**src/rtl/stb_pkg.sv**
```systemverilog
// Shared constants, codes and types for the software timer bank.
package stb_pkg;

   // Bank geometry and field widths
   localparam int unsigned NUM_TIMERS = 16;
   localparam int unsigned IDX_W      = 4;
   localparam int unsigned CNT_W      = IDX_W + 1;
   localparam int unsigned TIME_W     = 32;
   localparam int unsigned STEP_W     = 16;
   localparam int unsigned CMD_W      = 2;

   localparam logic [STEP_W-1:0] STEP_RESET = STEP_W'(100);

   // Command codes
   localparam logic [CMD_W-1:0] CMD_TICK    = 2'd0;
   localparam logic [CMD_W-1:0] CMD_START   = 2'd1;
   localparam logic [CMD_W-1:0] CMD_STOP    = 2'd2;
   localparam logic [CMD_W-1:0] CMD_RESTART = 2'd3;

   // Result kinds
   localparam logic KIND_ACK     = 1'b0;
   localparam logic KIND_EXPIRED = 1'b1;

   // Access requests towards the slot memories
   typedef struct packed {
      logic              rem_we;
      logic [IDX_W-1:0]  rem_waddr;
      logic [TIME_W-1:0] rem_wdata;
      logic [IDX_W-1:0]  rem_raddr;
      logic              rld_we;
      logic [IDX_W-1:0]  rld_addr;
      logic [TIME_W-1:0] rld_wdata;
   } mem_req_type;

endpackage

```
**src/rtl/stb_slot_mem.sv**
```systemverilog
// Remaining-time and reload-time memories of the timer slots.
module stb_slot_mem
   import stb_pkg::*;
(
   input  logic              clock,
   input  mem_req_type       mem_req,
   output logic [TIME_W-1:0] rem_rdata,
   output logic [TIME_W-1:0] rld_rdata
);

   logic [TIME_W-1:0] rem_mem [NUM_TIMERS];
   logic [TIME_W-1:0] rld_mem [NUM_TIMERS];

   // Remaining time: one write port, one registered read port
   always_ff @(posedge clock) begin
      if (mem_req.rem_we) begin
         rem_mem[mem_req.rem_waddr] <= mem_req.rem_wdata;
      end
      rem_rdata <= rem_mem[mem_req.rem_raddr];
   end

   // Reload time: single address, read-before-write
   always_ff @(posedge clock) begin
      if (mem_req.rld_we) begin
         rld_mem[mem_req.rld_addr] <= mem_req.rld_wdata;
      end
      rld_rdata <= rld_mem[mem_req.rld_addr];
   end

endmodule

```
**src/rtl/soft_timer_bank_core.sv**
```systemverilog
// Top level of the software timer bank: command sequencer, slot scan and result register.
//
//   channel   ports                          handshake
//   -------   ----------------------------   ---------------------------------------
//   request   req_command/timer_id/period    word taken when start high, busy low
//   response  rsp_kind/expired_id/rejected/  one word per cycle while rsp_valid high,
//             rsp_time_now/rsp_last          no back-pressure
//   config    csr_wdata                      tick step written when csr_we high
//
// Start, stop and restart pass through the command state, which registers the
// acknowledge word. A tick keeps busy high while it issues one remaining-time read per
// slot through the single memory read port, drains the processing stage and sends the
// closing word. Synchronous reset clears control state, armed and reload-written flags;
// slot memories need no clearing pass. The receiver cannot stall.
module soft_timer_bank_core
   import stb_pkg::*;
(
   input  logic              clock,
   input  logic              reset,
   input  logic              start,
   output logic              busy,
   input  logic [CMD_W-1:0]  req_command,
   input  logic [IDX_W-1:0]  req_timer_id,
   input  logic [TIME_W-1:0] req_period,
   output logic              rsp_valid,
   output logic              rsp_kind,
   output logic [IDX_W-1:0]  rsp_expired_id,
   output logic              rsp_rejected,
   output logic [TIME_W-1:0] rsp_time_now,
   output logic              rsp_last,
   input  logic              csr_we,
   input  logic [STEP_W-1:0] csr_wdata
);

   localparam logic [1:0] ST_IDLE  = 2'd0;
   localparam logic [1:0] ST_SCAN  = 2'd1;
   localparam logic [1:0] ST_CLOSE = 2'd2;
   localparam logic [1:0] ST_CMD   = 2'd3;

   logic [1:0]            state_ff, state_in;
   logic [CNT_W-1:0]      cnt_ff, cnt_in;
   logic                  p_vld_ff, p_vld_in;
   logic [IDX_W-1:0]      p_idx_ff, p_idx_in;
   logic [CMD_W-1:0]      cmd_ff, cmd_in;
   logic [IDX_W-1:0]      id_ff, id_in;
   logic [TIME_W-1:0]     period_ff, period_in;
   logic [TIME_W-1:0]     time_base_ff, time_base_in;
   logic [STEP_W-1:0]     step_ff, step_in;
   logic [NUM_TIMERS-1:0] armed_ff, armed_in;
   logic [NUM_TIMERS-1:0] rld_vld_ff, rld_vld_in;

   logic                  rsp_valid_ff, rsp_valid_in;
   logic                  rsp_kind_ff, rsp_kind_in;
   logic [IDX_W-1:0]      rsp_id_ff, rsp_id_in;
   logic                  rsp_rej_ff, rsp_rej_in;
   logic [TIME_W-1:0]     rsp_time_ff, rsp_time_in;
   logic                  rsp_last_ff, rsp_last_in;

   mem_req_type           mem_req;
   logic [TIME_W-1:0]     rem_rdata;
   logic [TIME_W-1:0]     rld_rdata;
   logic [TIME_W-1:0]     step_ext;
   logic                  accept;
   logic                  in_bank;

   stb_slot_mem u_mem (
      .clock     (clock),
      .mem_req   (mem_req),
      .rem_rdata (rem_rdata),
      .rld_rdata (rld_rdata)
   );

   assign busy     = (state_ff != ST_IDLE);
   assign accept   = start && !busy;
   assign step_ext = TIME_W'(step_ff);
   assign in_bank  = (int'(id_ff) < NUM_TIMERS);

   // Sequencer, slot read-modify-write and result word
   always_comb begin
      state_in     = state_ff;
      cnt_in       = cnt_ff;
      p_vld_in     = 1'b0;
      p_idx_in     = p_idx_ff;
      cmd_in       = cmd_ff;
      id_in        = id_ff;
      period_in    = period_ff;
      time_base_in = time_base_ff;
      step_in      = csr_we ? csr_wdata : step_ff;
      armed_in     = armed_ff;
      rld_vld_in   = rld_vld_ff;

      rsp_valid_in = 1'b0;
      rsp_kind_in  = KIND_ACK;
      rsp_id_in    = '0;
      rsp_rej_in   = 1'b0;
      rsp_time_in  = time_base_ff;
      rsp_last_in  = 1'b0;

      mem_req           = '0;
      mem_req.rem_raddr = cnt_ff[IDX_W-1:0];
      mem_req.rld_addr  = id_ff;

      // Processing stage: read data for slot p_idx is back
      if (p_vld_ff && armed_ff[p_idx_ff]) begin
         mem_req.rem_we    = 1'b1;
         mem_req.rem_waddr = p_idx_ff;
         if (rem_rdata <= step_ext) begin
            mem_req.rem_wdata  = '0;
            armed_in[p_idx_ff] = 1'b0;
            rsp_valid_in       = 1'b1;
            rsp_kind_in        = KIND_EXPIRED;
            rsp_id_in          = p_idx_ff;
         end else begin
            mem_req.rem_wdata = rem_rdata - step_ext;
         end
      end

      unique case (state_ff)
         ST_IDLE: begin
            mem_req.rld_addr = req_timer_id;
            if (accept) begin
               cmd_in    = req_command;
               id_in     = req_timer_id;
               period_in = req_period;
               if (req_command == CMD_TICK) begin
                  time_base_in = time_base_ff + step_ext;
                  cnt_in       = '0;
                  state_in     = ST_SCAN;
               end else begin
                  state_in = ST_CMD;
               end
            end
         end
         ST_SCAN: begin
            if (int'(cnt_ff) < NUM_TIMERS) begin
               p_vld_in = 1'b1;
               p_idx_in = cnt_ff[IDX_W-1:0];
               cnt_in   = cnt_ff + CNT_W'(1);
            end else begin
               state_in = ST_CLOSE;
            end
         end
         ST_CLOSE: begin
            rsp_valid_in = 1'b1;
            rsp_last_in  = 1'b1;
            state_in     = ST_IDLE;
         end
         ST_CMD: begin
            rsp_valid_in = 1'b1;
            rsp_id_in    = id_ff;
            rsp_last_in  = 1'b1;
            state_in     = ST_IDLE;
            if (in_bank) begin
               unique case (cmd_ff)
                  CMD_START: begin
                     if (period_ff < step_ext) begin
                        rsp_rej_in = 1'b1;
                     end else begin
                        mem_req.rem_we    = 1'b1;
                        mem_req.rem_waddr = id_ff;
                        mem_req.rem_wdata = period_ff;
                        mem_req.rld_we    = 1'b1;
                        mem_req.rld_wdata = period_ff;
                        rld_vld_in[id_ff] = 1'b1;
                        armed_in[id_ff]   = 1'b1;
                     end
                  end
                  CMD_STOP: begin
                     armed_in[id_ff] = 1'b0;
                  end
                  CMD_RESTART: begin
                     // never-written reload reads as zero
                     mem_req.rem_we    = 1'b1;
                     mem_req.rem_waddr = id_ff;
                     mem_req.rem_wdata = rld_vld_ff[id_ff] ? rld_rdata : '0;
                     armed_in[id_ff]   = 1'b1;
                  end
                  CMD_TICK: begin
                  end
                  default: begin
                  end
               endcase
            end
         end
         default: begin
            state_in = ST_IDLE;
         end
      endcase
   end

   // Control state
   always_ff @(posedge clock) begin
      if (reset) begin
         state_ff     <= ST_IDLE;
         cnt_ff       <= '0;
         p_vld_ff     <= 1'b0;
         time_base_ff <= '0;
         step_ff      <= STEP_RESET;
         armed_ff     <= '0;
         rld_vld_ff   <= '0;
         rsp_valid_ff <= 1'b0;
      end else begin
         state_ff     <= state_in;
         cnt_ff       <= cnt_in;
         p_vld_ff     <= p_vld_in;
         time_base_ff <= time_base_in;
         step_ff      <= step_in;
         armed_ff     <= armed_in;
         rld_vld_ff   <= rld_vld_in;
         rsp_valid_ff <= rsp_valid_in;
      end
   end

   // Payload registers
   always_ff @(posedge clock) begin
      p_idx_ff    <= p_idx_in;
      cmd_ff      <= cmd_in;
      id_ff       <= id_in;
      period_ff   <= period_in;
      rsp_kind_ff <= rsp_kind_in;
      rsp_id_ff   <= rsp_id_in;
      rsp_rej_ff  <= rsp_rej_in;
      rsp_time_ff <= rsp_time_in;
      rsp_last_ff <= rsp_last_in;
   end

   assign rsp_valid      = rsp_valid_ff;
   assign rsp_kind       = rsp_kind_ff;
   assign rsp_expired_id = rsp_id_ff;
   assign rsp_rejected   = rsp_rej_ff;
   assign rsp_time_now   = rsp_time_ff;
   assign rsp_last       = rsp_last_ff;

`ifndef SYNTHESIS
   // Closing or acknowledge word only once the sequencer is back to idle
   a_last_idle: assert property (@(posedge clock) disable iff (reset)
      rsp_valid && rsp_last |-> !busy)
      else $error("last word while sequencer busy");

   // Expiry words only during a tick scan
   a_expiry_busy: assert property (@(posedge clock) disable iff (reset)
      rsp_valid && rsp_kind |-> busy)
      else $error("expiry word outside a tick");

   // An accepted word always starts work
   a_accept_busy: assert property (@(posedge clock) disable iff (reset)
      start && !busy |=> busy)
      else $error("accepted word did not raise busy");

   // Processing stage only runs inside the scan
   a_proc_scan: assert property (@(posedge clock) disable iff (reset)
      p_vld_ff |-> (state_ff == ST_SCAN))
      else $error("slot processed outside scan");
`endif

endmodule
```
**config.mk**
```make
export PLATFORM = sky130hd
export DESIGN_NAME = soft_timer_bank_core
export DESIGN_NICKNAME = d
export VERILOG_FILES = /design/src/rtl/stb_pkg.sv /design/src/rtl/stb_slot_mem.sv /design/src/rtl/soft_timer_bank_core.sv
export SDC_FILE = /design/constraint.sdc
export NUM_CORES = 1
export LEC_CHECK = 0
export ABC_AREA = 0
export BUFFER_PORTS_ARGS = -buffer_cell sky130_fd_sc_hd__buf_4
export CELL_PAD_IN_SITES_DETAIL_PLACEMENT = 2
export CELL_PAD_IN_SITES_GLOBAL_PLACEMENT = 2
export CORE_AREA = 2 2 354 356
export CTS_CLUSTER_DIAMETER = 30
export CTS_CLUSTER_SIZE = 10
export DETAILED_ROUTE_END_ITERATION = 10
export DIE_AREA = 0 0 356 358
export PLACE_DENSITY_LB_ADDON = 0.1
export SLEW_MARGIN = 30
export SYNTH_ARGS = -nofsm -noshare
export SYNTH_HDL_FRONTEND = slang
export SYNTH_SLANG_ARGS = --single-unit
```
**constraint.sdc**
```tcl
create_clock -name clock -period 6.4 [get_ports clock]
set_input_delay 0.96 -clock clock [delete_from_list [all_inputs] [get_ports clock]]
set_output_delay 0.96 -clock clock [all_outputs]
set_load 0.02 [all_outputs]
```
==> metrics, run 1 <==
# diodes=0; Avg Inst Size Synth=18.6 µm²; final setup fails=0; Yosys reg bits=1258; post-layout utilization of the core=50.6%; Critical Path RT=6.94 ns; Main synth FF type=edfxtp_1; TritonCTS clock tree=built; Max transition margin=37.1%; Final Cell Area=62400 µm²; RSZ-0062 raised after global routing=false; final WL=154000 µm; post-cts sizing count=0; PD cells=387 nW/µm²; die width=356 µm; row count=129; port bufs=98; VDD IR max=0.261 mV; Synth Area in XOR/XNOR=0.892%; max cap viols=0; Crit path max-delay family=compound AO/OA/AOI/OAI gates; share of layout cells above drive strength 1=31.1%; dpl hpwl=95300 µm; Vias/cell=5.64; drt wl/cell=31.6 µm; status=completed; total gr overflow=0; CTS buffer count=298; leakage power=21.5 nW; Area contributors post-synth=edfxtp_1 (65%), mux4_2 (13%), dfxtp_1 (7.8%), ha_1 (1.2%), nand2_1 (1.2%); CTS sink cnt=1258; largest family of logic cells by synthesized area=multiplexers; vias in the first global route=30900; die area=127000 µm²; startpoint types=flop; Worst-path clk slew=0.05 ns; period utilisation layout=75.7%; Buf+Inv Stages, Crit Path=3; fill cell count=10900; max-slew violations=0; non-filler cells, final=4869; # DRC=0; setup TNS=0 ns; Root Driver=clkbuf_16; post-route ant nets=0; Cells after Synth=2642; H-tree Lvls=5; Initial DRC Count=2092; Core ar.=123000 µm²; Ys Warns=0; Slowest-stage cell, CP=nor2_4; synthesis-to-layout area growth=27.0%; first-pass GRT wire length=224000 µm; clock latency on the worst-skew pair=0.89 ns; CP Class=reg2reg; largest area contributor in the netlist=edfxtp_1; final RePlAce weighted congestion=0.815; GRT Util Overall=24.5%; Simple-Gate Fraction of Synth Area=4.76%; Clock Path Buffers=4; Worst Skew=0.0692 ns; routed vias=27500; io pins=99; Post-Synth Adder-Cell Area=1.30%; worst hold path type=in2reg; Max Fclk=0.207 GHz; Cell Area, Synth=49100 µm²; Max FO, Critical Path=20; PnR Total Power=0.0241 W; CP arrival=5.38 ns; Chip Height=358 µm; Initial Util=39.8%; fraction of synthesized area in multiplexers=14.2%; Most Frequent Cell on Critical Path=buf_4; syn_nets=2750; Post-synth EDFFs=1066; crit-path cells=inv_1 -> ha_1 -> a211oi_1 -> o21ai_0 -> a21oi_1 -> o211ai_1 -> o21bai_1 -> buf_4 -> mux2i_1 -> nand2b_1 -> nor2_4 -> buf_4; drt pass-1 iters=7; register area share after synthesis=73.0%; CP endpoint kind=flop; ys async rst share=0%; Synth top area share=65.2%; largest net degree at the start of global routing=82; Period minus WS final=4.84 ns; setup bufs post-CTS=0; post-synth cell types=73; placed insts=4350; initial antenna violation count=5; Tightest Pin Transition=0.941 ns; area of placed instances=52900 µm²; hold_buf cts=0; number of nets in the layout=3122; CP peak stage delay=0.83 ns; final hold vios=0; Synth Area in Compound Gates=4.38%
[state kept, by name, indices dropped and copies added, names as in the netlist, 2 cells and up]
name and cells:
u_mem.rem_rdata 32, cnt_ff 5, rsp_time_now 32, u_mem.rem_mem 512, p_idx_ff 4, u_mem.rld_mem 512, id_ff 4, armed_ff 16
cmd_ff 2, period_ff 32, rld_vld_ff 16, rsp_expired_id 4, step_ff 16, state_ff 2, rsp_time_in 32, u_mem.rld_rdata 32
[final cells by class]
| cell class | count | area [µm²] | share of cell area (%) |
|---|---|---|---|
| clock buffer | 377 | 8130 | 13.0 |
| tap | 1637 | 2050 | 3.28 |
| inverter | 31 | 116 | 0.187 |
| clock inverter | 141 | 1310 | 2.10 |
| timing repair buffer | 205 | 2000 | 3.20 |
| multi-input combinational | 1220 | 12900 | 20.7 |
| sequential | 1258 | 35900 | 57.5 |
[metrics by stage]
stage | hold WS [ns] | setup WS [ns]
final | 0.298 | 1.56
after global routing | 0.264 | 1.15
after CTS | 0.243 | 1.54
after detailed placement | 0.363 | 1.56
after global placement | 0.360 | 1.64
after floorplan | 0.350 | 1.72
[logic make-up (layout without fill, tap and decap cells)]
family / after synthesis / count (layout)
DFF: 1258 / 1258
and+or+nand+nor: 469 / 469
AOI/OAI and AO/OA: 326 / 326
muxes: 325 / 325
buffers and inverters: 164 / 754
adders and majority gates: 50 / 50
xor gates and xnor gates: 50 / 50
[cells in the mapped netlist (4+ instances only)]
cell type / instances
a211oi_1: 44
a21o_1: 9
a21oi_1: 73
a221oi_1: 6
a22oi_1: 18
a31oi_1: 38
and2_1: 69
and3_1: 13
buf_1: 24
buf_2: 20
buf_4: 11
clkbuf_1: 74
dfxtp_1: 192
edfxtp_1: 1066
ha_1: 48
inv_1: 30
mux2_2: 6
mux2i_1: 22
mux4_1: 4
mux4_2: 293
nand2_1: 157
nand2b_1: 11
nand3_1: 29
nand3b_1: 4
nand4_1: 9
nor2_1: 96
nor2b_1: 7
nor3_1: 33
nor3b_1: 7
nor4_1: 4
o211ai_1: 10
o21a_1: 23
o21ai_0: 39
o21ai_1: 5
o22ai_1: 20
o311ai_0: 4
o31ai_1: 13
or3_1: 9
or4_1: 6
xnor2_1: 29
xor2_1: 21
[worst paths after layout]
kind                   from                   end  slack (ns)  cells past startpoint
min          req_period[20]         period_ff[20]        0.30                      1
max              step_ff[1]  u_mem.rem_mem[1][16]        1.56                     12
max reg2reg      step_ff[1]  u_mem.rem_mem[1][16]        1.56                     12
min reg2reg  rsp_time_in[8]       rsp_time_now[8]        0.37                      0
[layout by cell type, fill, tap and decap left out, types with 11 or more instances in the layout]
master / count
a31oi_1: 38
nand3_1: 29
mux2i_1: 20
o31ai_1: 12
nor2_1: 72
inv_1: 30
nand2b_1: 11
buf_4: 174
xnor2_1: 29
bufinv_16: 19
mux4_2: 293
nor2_4: 25
clkbuf_1: 52
clkbuf_16: 307
clkinv_2: 46
a21oi_1: 73
and2_1: 68
clkinv_4: 12
o21a_1: 23
o21ai_0: 37
a211oi_1: 44
dfxtp_1: 188
clkinvlp_4: 31
and3_1: 13
nor3_1: 25
a22oi_1: 18
o22ai_1: 15
clkbuf_8: 18
buf_16: 17
xor2_1: 21
nand2_1: 157
ha_1: 48
edfxtp_1: 1066
clkinv_1: 26
[worst reg2reg max path: stages (launching register included)]
cell,delay (ns)
dfxtp_1,0.42
inv_1,0.14
ha_1,0.20
a211oi_1,0.25
o21ai_0,0.13
a21oi_1,0.41
o211ai_1,0.36
o21bai_1,0.40
buf_4,0.25
mux2i_1,0.36
nand2b_1,0.36
nor2_4,0.83
buf_4,0.42
[power by group]
| group | leakage [nW] | internal [W] | switching, W |
|---|---|---|---|
| registers | 12.0 | 0.00888 | 0.0000852 |
| logic | 4.90 | 0.000338 | 0.000578 |
| clock network | 4.55 | 0.00965 | 0.00461 |
| total | 21.5 | 0.0189 | 0.00527 |
[layer usage]
metal  track usage [%]  vias up  share of wire [%]
li1                  -    11500                  -
met1              32.3    14800                 43
met2              40.7      863                 49
met3              4.42      293                4.5
met4              9.17        0                3.1
met5                 0        -                  0
Power figures use the tool's default switching activity.
==> run 2, diff against run 1 <==
clock period = 4.5 ns   (was 6.4 ns; I/O delays follow)
==> metrics, run 2 (same netlist as run 1, synthesis figures left out) <==
status=completed; post-route ant nets=0; largest net degree at the start of global routing=74; Crit path max-delay family=simple AND/OR/NAND/NOR gates; Slowest-stage cell, CP=dfxtp_1; worst reg2reg path depth=12; Worst Skew=0.0604 ns; PnR Total Power=0.0352 W; Tightest Pin Transition=1.04 ns; worst hold path type=in2reg; Clock power frac=59.9%; row count=129; initial antenna violation count=2; first-pass GRT wire length=225000 µm; dpl hpwl=93100 µm; RR Endpoint=u_mem.rem_mem[2][17]; die width=356 µm; VDD IR max=0.402 mV; R2R setup slack=0.15 ns; Max transition margin=31.0%; CP endpoint kind=flop; CP arrival=4.87 ns; final RePlAce weighted congestion=0.824; biggest registers after layout=u_mem.rem_mem x512, u_mem.rld_mem x512; vias in the first global route=31000; total gr overflow=0; final setup fails=0; # DRC=0; drt wl/cell=31.0 µm; port bufs=98; startpoint types=flop; Initial DRC Count=1957; non-filler cells, final=4949; final WL=153000 µm; synthesis-to-layout area growth=28.5%; period utilisation layout=96.7%; max-slew violations=0; crit-path cells=inv_1 -> ha_1 -> nor4_1 -> nand4_1 -> nor2_1 -> o211ai_1 -> o21bai_1 -> buf_4 -> mux2i_1 -> nand2b_1 -> nor2_4 -> buf_6; H-tree Lvls=5; Sw Ratio=21.9%; number of nets in the layout=3200; most frequent cells in the layout=edfxtp_1 (1066), clkbuf_16 (306), mux4_2 (293), buf_4 (218), dfxtp_1 (188); PD cells=558 nW/µm²; CP peak stage delay=0.46 ns; Root Driver=clkbuf_16; TritonCTS clock tree=built; Initial Util=39.8%; Period minus WS final=4.35 ns; Vias/cell=5.58; Worst-path clk slew=0.04 ns; post-layout utilization of the core=51.2%; Max Fclk=0.230 GHz; most common cell after layout, fill and taps aside=edfxtp_1; io pins=99; Clock Path Buffers=4; Max FO, Critical Path=32; Combinational Power Share=3.8%; leakage power=21.8 nW; clock latency on the worst-skew pair=0.90 ns; Critical Path RT=5.02 ns; P_int=0.0275 W; Critical Path Start=step_ff[15]; P_sw=0.00770 W; hold path depth=3; placed insts=4371; CP Class=reg2reg; max cap viols=0; critical hold path startpoint=csr_wdata[15]; GRT Util Overall=24.5%; WHS Endpoint=step_ff[15]; RSZ-0062 raised after global routing=false; drt pass-1 iters=5; Chip Height=358 µm; Core ar.=123000 µm²; CTS sink cnt=1258; share of layout cells above drive strength 1=31.7%; Buf+Inv Stages, Crit Path=3; final hold vios=0; Reg-to-Reg Start=step_ff[15]; routed vias=27600; setup TNS=0 ns; part of the power in registers=36.3%; die area=127000 µm²; fill cell count=10900; # diodes=0; CTS buffer count=301
==> run 2: changes by cell type in the layout (fill, tap and decap cells not counted), moves of 3 or more <==
cell           before  now
buf_16             17    1
o22ai_1            15   20
clkbuf_1           52   49
dlygate4sd3_1       0   38
o22ai_2             5    0
buf_8               7    0
inv_6               7   20
buf_6               1    5
clkinv_2           46   37
buf_12              5   18
bufinv_16          19   32
buf_4             174  218
clkbuf_8           18   11
clkinvlp_4         31   28
==> run 2: worst max-delay path by stage <==
| stage | endpoint | slack, ns | cells past startpoint |
|---|---|---|---|
| after global placement | u_mem.rem_mem[4][3] | 0.19 | 14 |
| final | u_mem.rem_mem[2][17] | 0.15 | 12 |
| after floorplan | u_mem.rld_mem[2][0] | -0.18 | 10 |
| after CTS | u_mem.rem_mem[1][22] | 0.03 | 12 |
| after detailed placement | u_mem.rem_mem[5][3] | 0.04 | 14 |
| after global routing | u_mem.rem_mem[2][17] | 0.002 | 12 |
==> run 2: timing repair <==
| action | in CTS | in global routing |
|---|---|---|
| setup endpoints to repair | 32 | 250 |
| hold buffers | 38 | 0 |
| endpoints found under the hold margin | 38 | 0 |
| buffers inserted | 4 | 12 |
| gates resized for setup | 2 | 6 |
| pin swaps | 2 | 3 |
==> run 2: through the flow <==
stage / setup WS [ns] / instance area, µm² / hold slack [ns]
2_1_floorplan: -0.184 / 49100 / 0.350
3_3_place_gp: 0.193 / 52800 / 0.361
3_5_place_dp: 0.0385 / 52800 / 0.369
4_1_cts: 0.0332 / 63000 / 0.00520
5_1_grt: 0.00190 / 63100 / 0.0371
6_report: 0.146 / 63100 / 0.0667
==> run 2: worst register-to-register path: cells and delay by family, from the launching register on <==
| family | cells | cell delay (ns) |
|---|---|---|
| AND/OR/NAND/NOR | 5 | 1.49 |
| buffers and inverters | 3 | 0.82 |
| AO/OA/AOI/OAI | 2 | 0.54 |
| flip-flops | 1 | 0.46 |
| multiplexers | 1 | 0.36 |
| adder cells (fa/ha/maj) | 1 | 0.30 |
==> run 2: layout make-up <==
type / count / area (µm²) / share of cell area [%]
timing repair buffer: 280 / 2460 / 3.90
sequential: 1258 / 35900 / 56.8
tap: 1637 / 2050 / 3.25
clock inverter: 157 / 1760 / 2.79
inverter: 31 / 116 / 0.184
clock buffer: 366 / 7990 / 12.7
multi-input combinational: 1220 / 12900 / 20.4
==> run 2: layer usage <==
metal  track usage (%)  part of all wire, %
met1              31.2                   41
met2              42.4                   52
met3              5.22                  4.9
met4              6.68                  1.8
met5                 0                    0
==> run 2: power groups by stage <==
| stage | combinational, W | sequential (W) | clock (W) |
|---|---|---|---|
| floorplan | 0.000849 | 0.0129 | 0 |
| global placement | 0.00131 | 0.0130 | 0 |
| detailed placement | 0.00132 | 0.0130 | 0 |
| CTS | 0.00136 | 0.0128 | 0.0215 |
| global route | 0.00145 | 0.0128 | 0.0221 |
| finish | 0.00135 | 0.0128 | 0.0211 |
